## src/fochs_pkg.sv

```systemverilog
// ----------------------------------------------------------------------------
// fochs_pkg
// Shared types, constants and register codes for the offset to BIOS address
// translator.
// ----------------------------------------------------------------------------
package fochs_pkg;

	localparam int SECTOR_BYTES  = 512;
	localparam int SECTOR_SHIFT  = $clog2(SECTOR_BYTES);
	localparam int MAX_CYLINDERS = 1024;
	localparam int LINEAR_MARK   = 64;

	localparam int OFS_W  = 31;
	localparam int BLK_W  = 31;
	localparam int Q_W    = OFS_W - SECTOR_SHIFT;
	localparam int SPB_W  = 4;
	localparam int PRD_W  = BLK_W + SPB_W;
	localparam int SEC_W  = PRD_W + 1;
	localparam int SPT_W  = 6;
	localparam int HEAD_W = 8;
	localparam int LIN_W  = 24;
	localparam int CFG_IDX_W  = 3;
	localparam int CFG_DATA_W = 31;

	localparam int DIV_STEPS_DEF = 4;

	typedef enum logic [2:0] {
		ST_OK        = 3'd0,
		ST_HOLE      = 3'd1,
		ST_BOOT      = 3'd2,
		ST_CYL_LIMIT = 3'd3,
		ST_MEDIA     = 3'd4
	} status_t;

	typedef enum logic [CFG_IDX_W-1:0] {
		REG_SPB    = 3'd0,
		REG_PSTART = 3'd1,
		REG_SPT    = 3'd2,
		REG_HEADS  = 3'd3,
		REG_CYLS   = 3'd4,
		REG_DRIVE  = 3'd5,
		REG_MODE   = 3'd6
	} reg_idx_t;

	typedef struct packed {
		logic [SPB_W-1:0]  spb;
		logic [30:0]       pstart;
		logic [SPT_W-1:0]  spt;
		logic [HEAD_W-1:0] heads;
		logic [15:0]       cyls;
		logic [7:0]        drive;
		logic [2:0]        mode;
	} cfg_t;

	typedef struct packed {
		status_t          st;
		logic [BLK_W-1:0] mapped;
		logic [Q_W-1:0]   q;
	} side1_t;

	typedef struct packed {
		status_t          st;
		logic [LIN_W-1:0] lin;
	} side2_t;

	typedef struct packed {
		status_t          st;
		logic [LIN_W-1:0] lin;
		logic [SPT_W-1:0] sr;
	} side3_t;

endpackage

```

## src/fochs_cfg.sv

```systemverilog
// ----------------------------------------------------------------------------
// fochs_cfg
// Configuration register file, written through a valid/ready channel.
// ----------------------------------------------------------------------------
module fochs_cfg (
	input  logic                             clk,
	input  logic                             arst_n,
	input  logic                             cfg_valid,
	output logic                             cfg_ready,
	input  logic [fochs_pkg::CFG_IDX_W-1:0]  cfg_index,
	input  logic [fochs_pkg::CFG_DATA_W-1:0] cfg_data,
	output fochs_pkg::cfg_t                  cfg
);
	import fochs_pkg::*;

	cfg_t cfg_q;

	assign cfg_ready = 1'b1;
	assign cfg = cfg_q;

	always_ff @(posedge clk or negedge arst_n) begin
		if (!arst_n) begin
			cfg_q.spb    <= SPB_W'(2);
			cfg_q.pstart <= '0;
			cfg_q.spt    <= SPT_W'(63);
			cfg_q.heads  <= HEAD_W'(255);
			cfg_q.cyls   <= '0;
			cfg_q.drive  <= 8'd128;
			cfg_q.mode   <= '0;
		end else if (cfg_valid && cfg_ready) begin
			unique case (reg_idx_t'(cfg_index))
				REG_SPB:    cfg_q.spb    <= cfg_data[SPB_W-1:0];
				REG_PSTART: cfg_q.pstart <= cfg_data[30:0];
				REG_SPT:    cfg_q.spt    <= cfg_data[SPT_W-1:0];
				REG_HEADS:  cfg_q.heads  <= cfg_data[HEAD_W-1:0];
				REG_CYLS:   cfg_q.cyls   <= cfg_data[15:0];
				REG_DRIVE:  cfg_q.drive  <= cfg_data[7:0];
				REG_MODE:   cfg_q.mode   <= cfg_data[2:0];
				default:    cfg_q        <= cfg_q;
			endcase
		end
	end

endmodule

```

## src/fochs_div.sv

```systemverilog
// ----------------------------------------------------------------------------
// fochs_div
// Pipelined unsigned restoring divider, K quotient bits per stage, with a
// sideband word that travels alongside each item.
// ----------------------------------------------------------------------------
module fochs_div #(
	parameter int DW = 36,
	parameter int VW = 6,
	parameter int K  = 4,
	parameter int SW = 8
) (
	input  logic          clk,
	input  logic          arst_n,
	input  logic          in_vld,
	input  logic [DW-1:0] in_dividend,
	input  logic [VW-1:0] in_divisor,
	input  logic [SW-1:0] in_side,
	output logic          out_vld,
	output logic [DW-1:0] out_quo,
	output logic [VW-1:0] out_rem,
	output logic [SW-1:0] out_side
);
	localparam int NSTG = (DW + K - 1) / K;
	localparam int PW   = NSTG * K;

	logic          vld_s  [NSTG];
	logic [PW-1:0] quo_s  [NSTG];
	logic [VW-1:0] rem_s  [NSTG];
	logic [VW-1:0] dvs_s  [NSTG];
	logic [SW-1:0] side_s [NSTG];

	for (genvar g = 0; g < NSTG; g++) begin : g_stage
		logic          vi;
		logic [PW-1:0] qi, qn;
		logic [VW-1:0] ri, rn, di;
		logic [SW-1:0] si;
		logic [VW:0]   rt;

		if (g == 0) begin : g_first
			assign vi = in_vld;
			assign qi = PW'(in_dividend);
			assign ri = '0;
			assign di = in_divisor;
			assign si = in_side;
		end else begin : g_next
			assign vi = vld_s[g-1];
			assign qi = quo_s[g-1];
			assign ri = rem_s[g-1];
			assign di = dvs_s[g-1];
			assign si = side_s[g-1];
		end

		always_comb begin
			qn = qi;
			rt = {1'b0, ri};
			for (int j = 0; j < K; j++) begin
				rt = {rt[VW-1:0], qn[PW-1]};
				qn = {qn[PW-2:0], 1'b0};
				if (rt >= {1'b0, di}) begin
					rt = rt - {1'b0, di};
					qn[0] = 1'b1;
				end
			end
			rn = rt[VW-1:0];
		end

		always_ff @(posedge clk or negedge arst_n) begin
			if (!arst_n) begin
				vld_s[g] <= 1'b0;
			end else begin
				vld_s[g] <= vi;
			end
		end

		always_ff @(posedge clk) begin
			quo_s[g]  <= qn;
			rem_s[g]  <= rn;
			dvs_s[g]  <= di;
			side_s[g] <= si;
		end
	end

	assign out_vld  = vld_s[NSTG-1];
	assign out_quo  = quo_s[NSTG-1][DW-1:0];
	assign out_rem  = rem_s[NSTG-1];
	assign out_side = side_s[NSTG-1];

endmodule

```

## src/file_offset_to_bios_chs_address_core.sv

```systemverilog
// ----------------------------------------------------------------------------
// file_offset_to_bios_chs_address_core
// Byte offset to BIOS disk address translator (linear or CHS packing).
// Throughput: one item per cycle, busy is never raised.
// Depth is set by the three pipelined dividers (block, track, head split).
// Reset clears all valid bits and loads the register defaults; results are
// strobed on done for one cycle and cannot be stalled.
// ----------------------------------------------------------------------------
module file_offset_to_bios_chs_address_core #(
	parameter int DIV_STEPS = fochs_pkg::DIV_STEPS_DEF
) (
	input  logic                             clk,
	input  logic                             arst_n,
	input  logic                             start,
	output logic                             busy,
	input  logic [fochs_pkg::OFS_W-1:0]      byte_offset,
	input  logic [fochs_pkg::BLK_W-1:0]      mapped_block,
	output logic                             done,
	output logic [2:0]                       status,
	output logic [7:0]                       addr_drive,
	output logic [7:0]                       addr_sector,
	output logic [7:0]                       addr_track,
	output logic [7:0]                       addr_head,
	input  logic                             cfg_valid,
	output logic                             cfg_ready,
	input  logic [fochs_pkg::CFG_IDX_W-1:0]  cfg_index,
	input  logic [fochs_pkg::CFG_DATA_W-1:0] cfg_data
);
	import fochs_pkg::*;

	localparam int NS1 = (Q_W + DIV_STEPS - 1) / DIV_STEPS;
	localparam int NS2 = (SEC_W + DIV_STEPS - 1) / DIV_STEPS;
	localparam int LAT = 4 + NS1 + 2 * NS2;

	cfg_t cfg;
	logic [SPB_W-1:0]  spb_eff;
	logic [SPT_W-1:0]  spt_eff;
	logic [HEAD_W-1:0] heads_eff;

	fochs_cfg u_cfg (
		.clk       (clk),
		.arst_n    (arst_n),
		.cfg_valid (cfg_valid),
		.cfg_ready (cfg_ready),
		.cfg_index (cfg_index),
		.cfg_data  (cfg_data),
		.cfg       (cfg)
	);

	assign spb_eff   = (cfg.spb == '0)   ? SPB_W'(1)  : cfg.spb;
	assign spt_eff   = (cfg.spt == '0)   ? SPT_W'(1)  : cfg.spt;
	assign heads_eff = (cfg.heads == '0) ? HEAD_W'(1) : cfg.heads;

	assign busy = 1'b0;

	// entry stage
	logic   vld_s1;
	side1_t side_s1;
	status_t st_in;

	always_comb begin
		if (cfg.mode[2] && (byte_offset[OFS_W-1:SECTOR_SHIFT] != '0)) begin
			st_in = ST_BOOT;
		end else if (cfg.mode[1] && (mapped_block == '0)) begin
			st_in = ST_HOLE;
		end else begin
			st_in = ST_OK;
		end
	end

	always_ff @(posedge clk or negedge arst_n) begin
		if (!arst_n) begin
			vld_s1 <= 1'b0;
		end else begin
			vld_s1 <= start && !busy;
		end
	end

	always_ff @(posedge clk) begin
		side_s1.st     <= st_in;
		side_s1.mapped <= mapped_block;
		side_s1.q      <= byte_offset[OFS_W-1:SECTOR_SHIFT];
	end

	// sector within the block
	logic             d1_vld;
	logic [Q_W-1:0]   d1_quo;
	logic [SPB_W-1:0] d1_rem;
	logic [$bits(side1_t)-1:0] d1_side_raw;
	side1_t           d1_side;

	fochs_div #(.DW(Q_W), .VW(SPB_W), .K(DIV_STEPS), .SW($bits(side1_t))) u_div_blk (
		.clk         (clk),
		.arst_n      (arst_n),
		.in_vld      (vld_s1),
		.in_dividend (side_s1.q),
		.in_divisor  (spb_eff),
		.in_side     (side_s1),
		.out_vld     (d1_vld),
		.out_quo     (d1_quo),
		.out_rem     (d1_rem),
		.out_side    (d1_side_raw)
	);

	assign d1_side = side1_t'(d1_side_raw);

	// absolute sector: mapped block times spb plus remainder (mode bit 1) or the sector index, then add partition start
	logic             vld_s3, vld_s4;
	status_t          st_s3, st_s4;
	logic [SEC_W-1:0] sum_s3, sector_s4;
	logic [PRD_W-1:0] prod;

	assign prod = PRD_W'(d1_side.mapped) * PRD_W'(spb_eff);

	always_ff @(posedge clk or negedge arst_n) begin
		if (!arst_n) begin
			vld_s3 <= 1'b0;
			vld_s4 <= 1'b0;
		end else begin
			vld_s3 <= d1_vld;
			vld_s4 <= vld_s3;
		end
	end

	always_ff @(posedge clk) begin
		st_s3     <= d1_side.st;
		sum_s3    <= cfg.mode[1] ? (SEC_W'(prod) + SEC_W'(d1_rem))
		                         : (SEC_W'(d1_side.q) + SEC_W'(d1_quo & '0));
		st_s4     <= st_s3;
		sector_s4 <= sum_s3 + SEC_W'(cfg.pstart);
	end

	// split by sectors per track
	side2_t           side_s4;
	logic             d2_vld;
	logic [SEC_W-1:0] d2_quo;
	logic [SPT_W-1:0] d2_rem;
	logic [$bits(side2_t)-1:0] d2_side_raw;
	side2_t           d2_side;
	side3_t           side3_in;

	assign side_s4.st  = st_s4;
	assign side_s4.lin = sector_s4[LIN_W-1:0];

	fochs_div #(.DW(SEC_W), .VW(SPT_W), .K(DIV_STEPS), .SW($bits(side2_t))) u_div_trk (
		.clk         (clk),
		.arst_n      (arst_n),
		.in_vld      (vld_s4),
		.in_dividend (sector_s4),
		.in_divisor  (spt_eff),
		.in_side     (side_s4),
		.out_vld     (d2_vld),
		.out_quo     (d2_quo),
		.out_rem     (d2_rem),
		.out_side    (d2_side_raw)
	);

	assign d2_side     = side2_t'(d2_side_raw);
	assign side3_in.st  = d2_side.st;
	assign side3_in.lin = d2_side.lin;
	assign side3_in.sr  = d2_rem;

	// split by heads
	logic              d3_vld;
	logic [SEC_W-1:0]  cyl;
	logic [HEAD_W-1:0] head;
	logic [$bits(side3_t)-1:0] d3_side_raw;
	side3_t            d3_side;

	fochs_div #(.DW(SEC_W), .VW(HEAD_W), .K(DIV_STEPS), .SW($bits(side3_t))) u_div_hd (
		.clk         (clk),
		.arst_n      (arst_n),
		.in_vld      (d2_vld),
		.in_dividend (d2_quo),
		.in_divisor  (heads_eff),
		.in_side     (side3_in),
		.out_vld     (d3_vld),
		.out_quo     (cyl),
		.out_rem     (head),
		.out_side    (d3_side_raw)
	);

	assign d3_side = side3_t'(d3_side_raw);

	// checks and packing
	status_t    st_fin;
	logic [7:0] drv_n, sec_n, trk_n, hd_n;
	logic [SPT_W-1:0] sec1;

	assign sec1 = d3_side.sr + SPT_W'(1);

	always_comb begin
		st_fin = d3_side.st;
		if (st_fin == ST_OK && !cfg.mode[0]) begin
			if (cyl >= SEC_W'(MAX_CYLINDERS)) begin
				st_fin = ST_CYL_LIMIT;
			end else if (cfg.cyls != '0 && cyl >= SEC_W'(cfg.cyls)) begin
				st_fin = ST_MEDIA;
			end
		end
		drv_n = '0;
		sec_n = '0;
		trk_n = '0;
		hd_n  = '0;
		if (st_fin == ST_OK) begin
			if (cfg.mode[0]) begin
				drv_n = cfg.drive | 8'(LINEAR_MARK);
				sec_n = d3_side.lin[7:0];
				trk_n = d3_side.lin[15:8];
				hd_n  = d3_side.lin[23:16];
			end else begin
				drv_n = cfg.drive;
				sec_n = {cyl[9:8], sec1};
				trk_n = cyl[7:0];
				hd_n  = head;
			end
		end
	end

	logic    done_q;
	status_t status_q;
	logic [7:0] drive_q, sector_q, track_q, head_q;

	always_ff @(posedge clk or negedge arst_n) begin
		if (!arst_n) begin
			done_q <= 1'b0;
		end else begin
			done_q <= d3_vld;
		end
	end

	always_ff @(posedge clk) begin
		status_q <= st_fin;
		drive_q  <= drv_n;
		sector_q <= sec_n;
		track_q  <= trk_n;
		head_q   <= hd_n;
	end

	assign done        = done_q;
	assign status      = status_q;
	assign addr_drive  = drive_q;
	assign addr_sector = sector_q;
	assign addr_track  = track_q;
	assign addr_head   = head_q;

`ifndef SYNTHESIS
	a_done_follows_start : assert property (@(posedge clk) disable iff (!arst_n)
		done |-> $past(start && !busy, LAT))
		else $error("result without a matching item");

	a_error_zero_fields : assert property (@(posedge clk) disable iff (!arst_n)
		(done && status != ST_OK) |->
		(addr_drive == '0 && addr_sector == '0 && addr_track == '0 && addr_head == '0))
		else $error("error result with nonzero address");

	a_boot_offset : assert property (@(posedge clk) disable iff (!arst_n)
		(done && status == ST_BOOT) |->
		($past(byte_offset[OFS_W-1:SECTOR_SHIFT], LAT) != '0))
		else $error("boot error on an offset inside the first sector");
`endif

endmodule

```

## config.mk

```make
export PLATFORM = sky130hd
export DESIGN_NAME = file_offset_to_bios_chs_address_core
export DESIGN_NICKNAME = d
export VERILOG_FILES = /design/src/fochs_pkg.sv /design/src/fochs_cfg.sv /design/src/fochs_div.sv /design/src/file_offset_to_bios_chs_address_core.sv
export SDC_FILE = /design/constraint.sdc
export NUM_CORES = 2
export LEC_CHECK = 0
export ABC_AREA = 1
export BUFFER_PORTS_ARGS = -buffer_cell sky130_fd_sc_hd__buf_2
export CORE_UTILIZATION = 63
export DETAILED_ROUTE_END_ITERATION = 10
export PLACE_DENSITY = 0.8
export SLEW_MARGIN = 20
export SYNTH_ARGS = -nofsm -noshare
export SYNTH_HDL_FRONTEND = slang
export SYNTH_SLANG_ARGS = --single-unit
export TNS_END_PERCENT = 20
```

## constraint.sdc

```tcl
create_clock -name clk -period 8.5 [get_ports clk]
set_clock_uncertainty 0.1 [all_clocks]
set_input_delay 0.85 -clock clk [delete_from_list [all_inputs] [get_ports clk]]
set_output_delay 0.85 -clock clk [all_outputs]
set_load 0.01 [all_outputs]
```

## Yosys cells after proc, flatten, opt, wreduce, memory -nomap -nowiden

Memory sizes are Yosys's and may differ from the RTL's.
Index checks and enable logic that the tools add are counted.
Widths: inputs -> output; s select.

| word-level totals | value |
|---|---|
| flip-flop bits (word level) | 273 |
| memory bits (writable) | 1968 |
| input bits | 100 |
| output and inout bits | 38 |
| word-level logic and storage cells | 489 |
| memories kept | 12 |

Memory list:

| name | words | bits a word | read ports | clocked after memory_dff | wr ports | line | text |
|---|---|---|---|---|---|---|---|
| u_div_blk.side_s | 6 | 56 | 6 | 0 | 6 | fochs_div.sv:30 | `logic [SW-1:0] side_s [NSTG];` |
| u_div_hd.quo_s | 9 | 36 | 9 | 0 | 9 | fochs_div.sv:27 | `logic [PW-1:0] quo_s [NSTG];` |
| u_div_trk.quo_s | 9 | 36 | 9 | 0 | 9 | fochs_div.sv:27 |  |
| u_div_hd.side_s | 9 | 33 | 9 | 0 | 9 | fochs_div.sv:30 |  |
| u_div_trk.side_s | 9 | 27 | 9 | 0 | 9 | fochs_div.sv:30 |  |
| u_div_blk.quo_s | 6 | 24 | 5 | 0 | 6 | fochs_div.sv:27 |  |
| +6 memories | -- | -- | -- | -- | -- | -- |  |

| cells by class | value |
|---|---|
| $add $sub $neg | 99 |
| multipliers | 1 |
| magnitude comparators | 98 |
| equal/unequal tests | 6 |
| muxes and demuxes | 204 |
| reduce and logical (&&, ||, !) cells | 21 |

Operators with widths:

| kind | count |
|---|---|
| $mux 8 | 40 |
| $ge 9x8->1 | 35 |
| $sub 8x8->8 | 35 |
| $ge 7x6->1 | 35 |
| $mux 6 | 37 |
| $sub 6x6->6 | 35 |
| $ge 5x4->1 | 23 |
| $mux 4 | 25 |
| $mux 1 | 97 |
| $sub 4x4->4 | 23 |
| $add 35x4->36 | 1 |
| $add 36x31->36 | 1 |
| $ge 36x11->1 const B | 1 |
| $ge 36x16->1 | 1 |
| $mul 31x4->35 | 1 |
| $logic_not 31->1 | 1 |
| $mux 22 | 1 |
| $reduce_bool 22->1 | 1 |
| $reduce_bool 16->1 | 1 |
| $reduce_and 2->1 | 7 |
| $eq 3x3->1 const B | 3 |
| $logic_not 3->1 | 3 |
| $mux 3 | 3 |
| $ge 1x8->1 | 1 |
| other kinds (14) | 18 |

## Logic depth before layout (Yosys ltp)

| logic depth | value |
|---|---|
| depth in word-level cells | 10 |
| mapped depth | 48 |
| gate-level depth less buffers | 47 |

## Cells and area by module

Synthesis repeated with hierarchy kept, for this count alone.

| second synthesis, totals | value |
|---|---|
| cells, all modules | 9560 |
| area total of the unflattened synthesis | 88263.4 um^2 |

Modules (own cells, without submodules):

| module | instances | cells each | area each (um^2) | seq. area each (um^2) |
|---|---|---|---|---|
| fochs_div (u_div_hd) | 1 | 3516 | 31510.2 | 15379.8 |
| fochs_div (u_div_trk) | 1 | 2673 | 25943.6 | 13618.1 |
| fochs_div (u_div_blk) | 1 | 1342 | 15562.4 | 10400.0 |
| file_offset_to_bios_chs_address_core | 1 | 1684 | 12213.0 | 3463.3 |
| fochs_cfg | 1 | 345 | 3034.2 | 1921.8 |

## Worst setup path before layout

OpenSTA, ideal clock, no wires.

| timing path | value |
|---|---|
| path kind | register to register |
| start | reg u_cfg.cfg_q, in the netlist u_cfg.cfg[39] |
| end | mem u_div_trk.rem_s[0][1] |
| setup time | 0.058 ns |
| arrival | 6.035 ns |
| data required time | 8.342 ns |
| path slack | 2.307 ns |
| stages on the path, launching flop included | 41 |
| path buffers | 1 |
| period minus slack after synthesis | 6.193 ns |
| cell sequence | dfstp_2 -> nor2_1 -> nand2_1 -> nor2_1 -> or2_2 -> ha_1 -> inv_1 -> ha_1 -> nand3_1 -> o21ai_0 -> ha_1 -> nand2_1 -> o21ai_1 -> nand2_1 -> nand2_1 -> a21oi_1 -> inv_1 -> nand2_1 -> [... 5 more ...] -> o21ai_0 -> a21oi_1 -> o21bai_1 -> a21oi_1 -> nand2_2 -> buf_6 -> nand2_1 -> o21ai_1 -> ha_1 -> a21oi_1 -> o21ai_0 -> a21oi_1 -> o21bai_1 -> o21a_1 -> nor2_1 -> a21boi_1 -> nand3_1 -> nand2_1 |

RTL lines:

| what | line | text |
|---|---|---|
| start, declared | fochs_cfg.sv:16 | `cfg_t cfg_q;` |
| start signal, assigned | fochs_cfg.sv:39 | `default: cfg_q <= cfg_q;` |
| end, declared | fochs_div.sv:28 | `logic [VW-1:0] rem_s [NSTG];` |

==> metrics.md <==
| Metric | Value |
|---|---|
| Sequential share of the synthesized area | 48.91% |
| Max H-tree Level | 4 |
| R2r setup slk | 0.49 ns |
| Worst Reg2Reg Path Length in Cells | 38 |
| Asr flop ratio synth | 5.417% |
| Post-Syn Area | 79690 um2 |
| R2R Path Start | u_div_trk.dvs_s[0][32] |
| Post-synth EDFFs | 0 |
| Final setup viols | 0 |
| Finished Layout Cells | 10700 |
| Synthesized Nets | 9616 |
| Antenna cells | 0 |
| YS warnings | 0 |
| Crit-path max FO | 12 |
| Total wire length | 175000 um |
| Cell family with most CP delay | simple AND/OR/NAND/NOR gates |
| First-pass GRT wire length | 282200 um |
| Syn-to-layout area delta | 10.81% |
| Floorplan row count | 130 |
| Filler Cells Inserted | 9128 |
| Setup TNS | 0 ns |
| Placed Cells | 10360 |
| Area leader, netlist | dfxtp_1 |
| CTS clk-pin slew, worst paths | 0.07 ns |
| Number of buffers created by CTS | 176 |
| Initial antenna violation count | 5 |
| Die width | 357.7 um |
| Hold Violations, Final | 0 |
| Hpwl dp | 125500 um |
| Grt total ovfl | 0 |
| Avg Cell Area, Syn | 9.202 um2 |
| Crit end category | flop |
| Vias | 56900 |
| IO Pins | 138 |
| R2R Path End | u_div_trk.rem_s[0][39] |
| Most frequent cell after synthesis | nand2_1 |
| Final Critical Period | 8.014 ns |
| Worst Hold Launch | mapped_block[6] |
| Multi-input logic area | 35940 um2 |
| Critical path arrival | 8.60 ns |
| Vias in the first global route | 57020 |
| Worst-Skew Late Latency | 0.81 ns |
| CTS tree | yes |
| Yosys cell types | 77 |
| Buffers on Ports | 126 |
| Critical Path Most Common Cell | nand2_1 |
| Top cells by count, synth | nand2_1, dfxtp_1, inv_1, ha_1, a21oi_1 |
| Initial Utilization | 63.46% |
| Measured slew at the worst slew-check pin | 0.9793 ns |
| Vias per cell | 5.319 |
| Initial drt markers | 4106 |
| Synth area leaders | dfxtp_1, ha_1, nand2_1, inv_1, fa_1 |
| Longest Clk Path Bufs | 3 |
| CTS sink cnt | 1920 |
| Die ar. | 127900 um2 |
| Top-area cell type share of the netlist area | 45.62% |
| Critical path's slowest cell | dfxtp_1 |
| Slew Limit Fails | 0 |
| Post-CTS Setup Bufs | 0 |
| Synthesized instance count | 8660 |
| Routed len/inst | 16.37 um |
| Placed inst area | 81990 um2 |
| HP Class | in -> reg |
| Final period util | 94.28% |
| Slew headroom | 34.71% |
| Critical Path Max Stage Delay | 0.46 ns |
| Min-Delay Path Depth | 1 |
| Final Cell Area | 88310 um2 |
| Routed Antenna Nets | 0 |
| CP startpoint kind | flop |
| WS Path Type | reg -> reg |
| Worst Hold Endpoint | side_s1[28] |
| Core area | 125600 um2 |
| Drt pass-1 iters | 7 |
| Layout cells sized above 1 | 8.844% |
| Die height | 357.7 um |
| Ys flop type | dfxtp_1 |
| GRT Util Overall | 27.41% |
| Worst Path Buf+Inv | 1 |
| Nets@finish | 9853 |
| Setup repair after global routing missed its margin | no |
| Hold WS | 0.05629 ns |
| Critical Path RT | 9.09 ns |
| Sequential cell area | 38980 um2 |
| DRC viols | 0 |
| #FFs+latches synth | 1920 |
| Pin count of the biggest net entering global routing | 60 |
| FMAX | 124.8 MHz |
| Outcome | finished clean |
| CTS Root Cell | clkbuf_16 |
| Final RePlAce weighted congestion | 0.9319 |
| MaxCap Viol Count | 0 |
-- layout by cell type, fill, tap and decap left out, types with 28 or more instances in the layout --
cell type and count:
a21oi_1 452, buf_2 125, clkbuf_1 28, clkbuf_16 176, clkbuf_8 32, clkinv_2 31
dfrtp_1 86, dfxtp_1 1816, fa_1 153, ha_1 703, inv_1 1118, nand2_1 1843
nand2_2 59, nand3_1 392, nand3_2 47, nand4_1 114, nor2_1 432, nor3_1 77
nor4_1 37, o21a_1 39, o21ai_0 303, o21ai_1 68, or2_2 35, xnor2_1 124
xor2_1 255
-- worst max path at each step --
stage	start	end	slack (ns)	depth (start not counted)
6_report	u_div_trk.dvs_s[0][32]	u_div_trk.rem_s[0][39]	0.49	38
5_1_grt	u_div_hd.dvs_s[0][17]	u_div_hd.rem_s[0][24]	0.08	38
4_1_cts	u_div_trk.dvs_s[0][32]	u_div_trk.rem_s[0][39]	0.55	38
3_5_place_dp	u_div_trk.dvs_s[0][40]	u_div_trk.rem_s[0][47]	0.94	35
3_3_place_gp	u_div_hd.dvs_s[0][57]	u_div_hd.rem_s[0][70]	1.19	34
2_1_floorplan	u_cfg.cfg[39]	u_div_trk.rem_s[0][1]	2.31	40
-- kinds of logic (layout without fill, tap and decap cells) --
| group | count (synthesis) | count (layout) | synth area share (%) |
|---|---|---|---|
| adders and majority gates | 856 | 856 | 14.88 |
| and+or+nand+nor | 3181 | 3181 | 17.94 |
| muxes | 35 | 35 | 0.4632 |
| AOI/OAI and AO/OA | 1056 | 1056 | 7.640 |
| xor gates and xnor gates | 379 | 379 | 4.165 |
| buffers and inverters | 1231 | 1617 | 5.990 |
| DFF | 1920 | 1920 | 48.91 |
| other | 2 | 2 | 0.009424 |
-- what timing repair did --
item,CTS,global route
endpoints found under the setup margin,0,5
endpoints found under the hold margin,50,0
hold buffers,8,0
gates resized for setup,0,1
-- layer usage --
layer	GRT usage, %	up-vias	part of all wire, %
met5	0	-	0
met4	13.88	0	5.0
met3	3.766	511	4.7
met2	48.27	1676	49
met1	32.65	26320	41
li1	-	28390	-
-- through the flow --
step	util, %	setup slack, ns
2_1_floorplan	-	2.307
5_1_grt	70.33	0.07796
3_5_place_dp	65.29	0.9370
4_1_cts	70.32	0.5475
6_report	70.33	0.4863
3_3_place_gp	65.29	1.193
-- area by class of cell --
class,instances,share of cell area (%)
Tap cell,1650,2.338
Sequential cell,1920,44.14
Multi-Input combinational cell,5509,40.70
Clock inverter,91,1.459
Timing Repair Buffer,141,0.8671
Inverter,1149,4.889
Clock buffer,236,5.605
-- flip-flops by register name, summed over array words and instances (netlist names), 20 cells and up --
name              count
sum_s3               36
u_div_hd.side_s     288
u_div_hd.dvs_s       64
u_div_trk.dvs_s      48
u_div_trk.rem_s      54
u_div_hd.quo_s      324
u_div_blk.dvs_s      20
u_cfg.cfg            76
u_div_trk.side_s    102
side_s1              55
u_div_hd.rem_s       72
u_div_trk.quo_s     324
u_div_blk.quo_s      55
sector_s4            36
u_div_blk.side_s    275
u_div_blk.rem_s      24
Power is left out: the tool's default activity adds up to more than one toggle a clock period on the data nets, which glitch-free logic cannot reach.
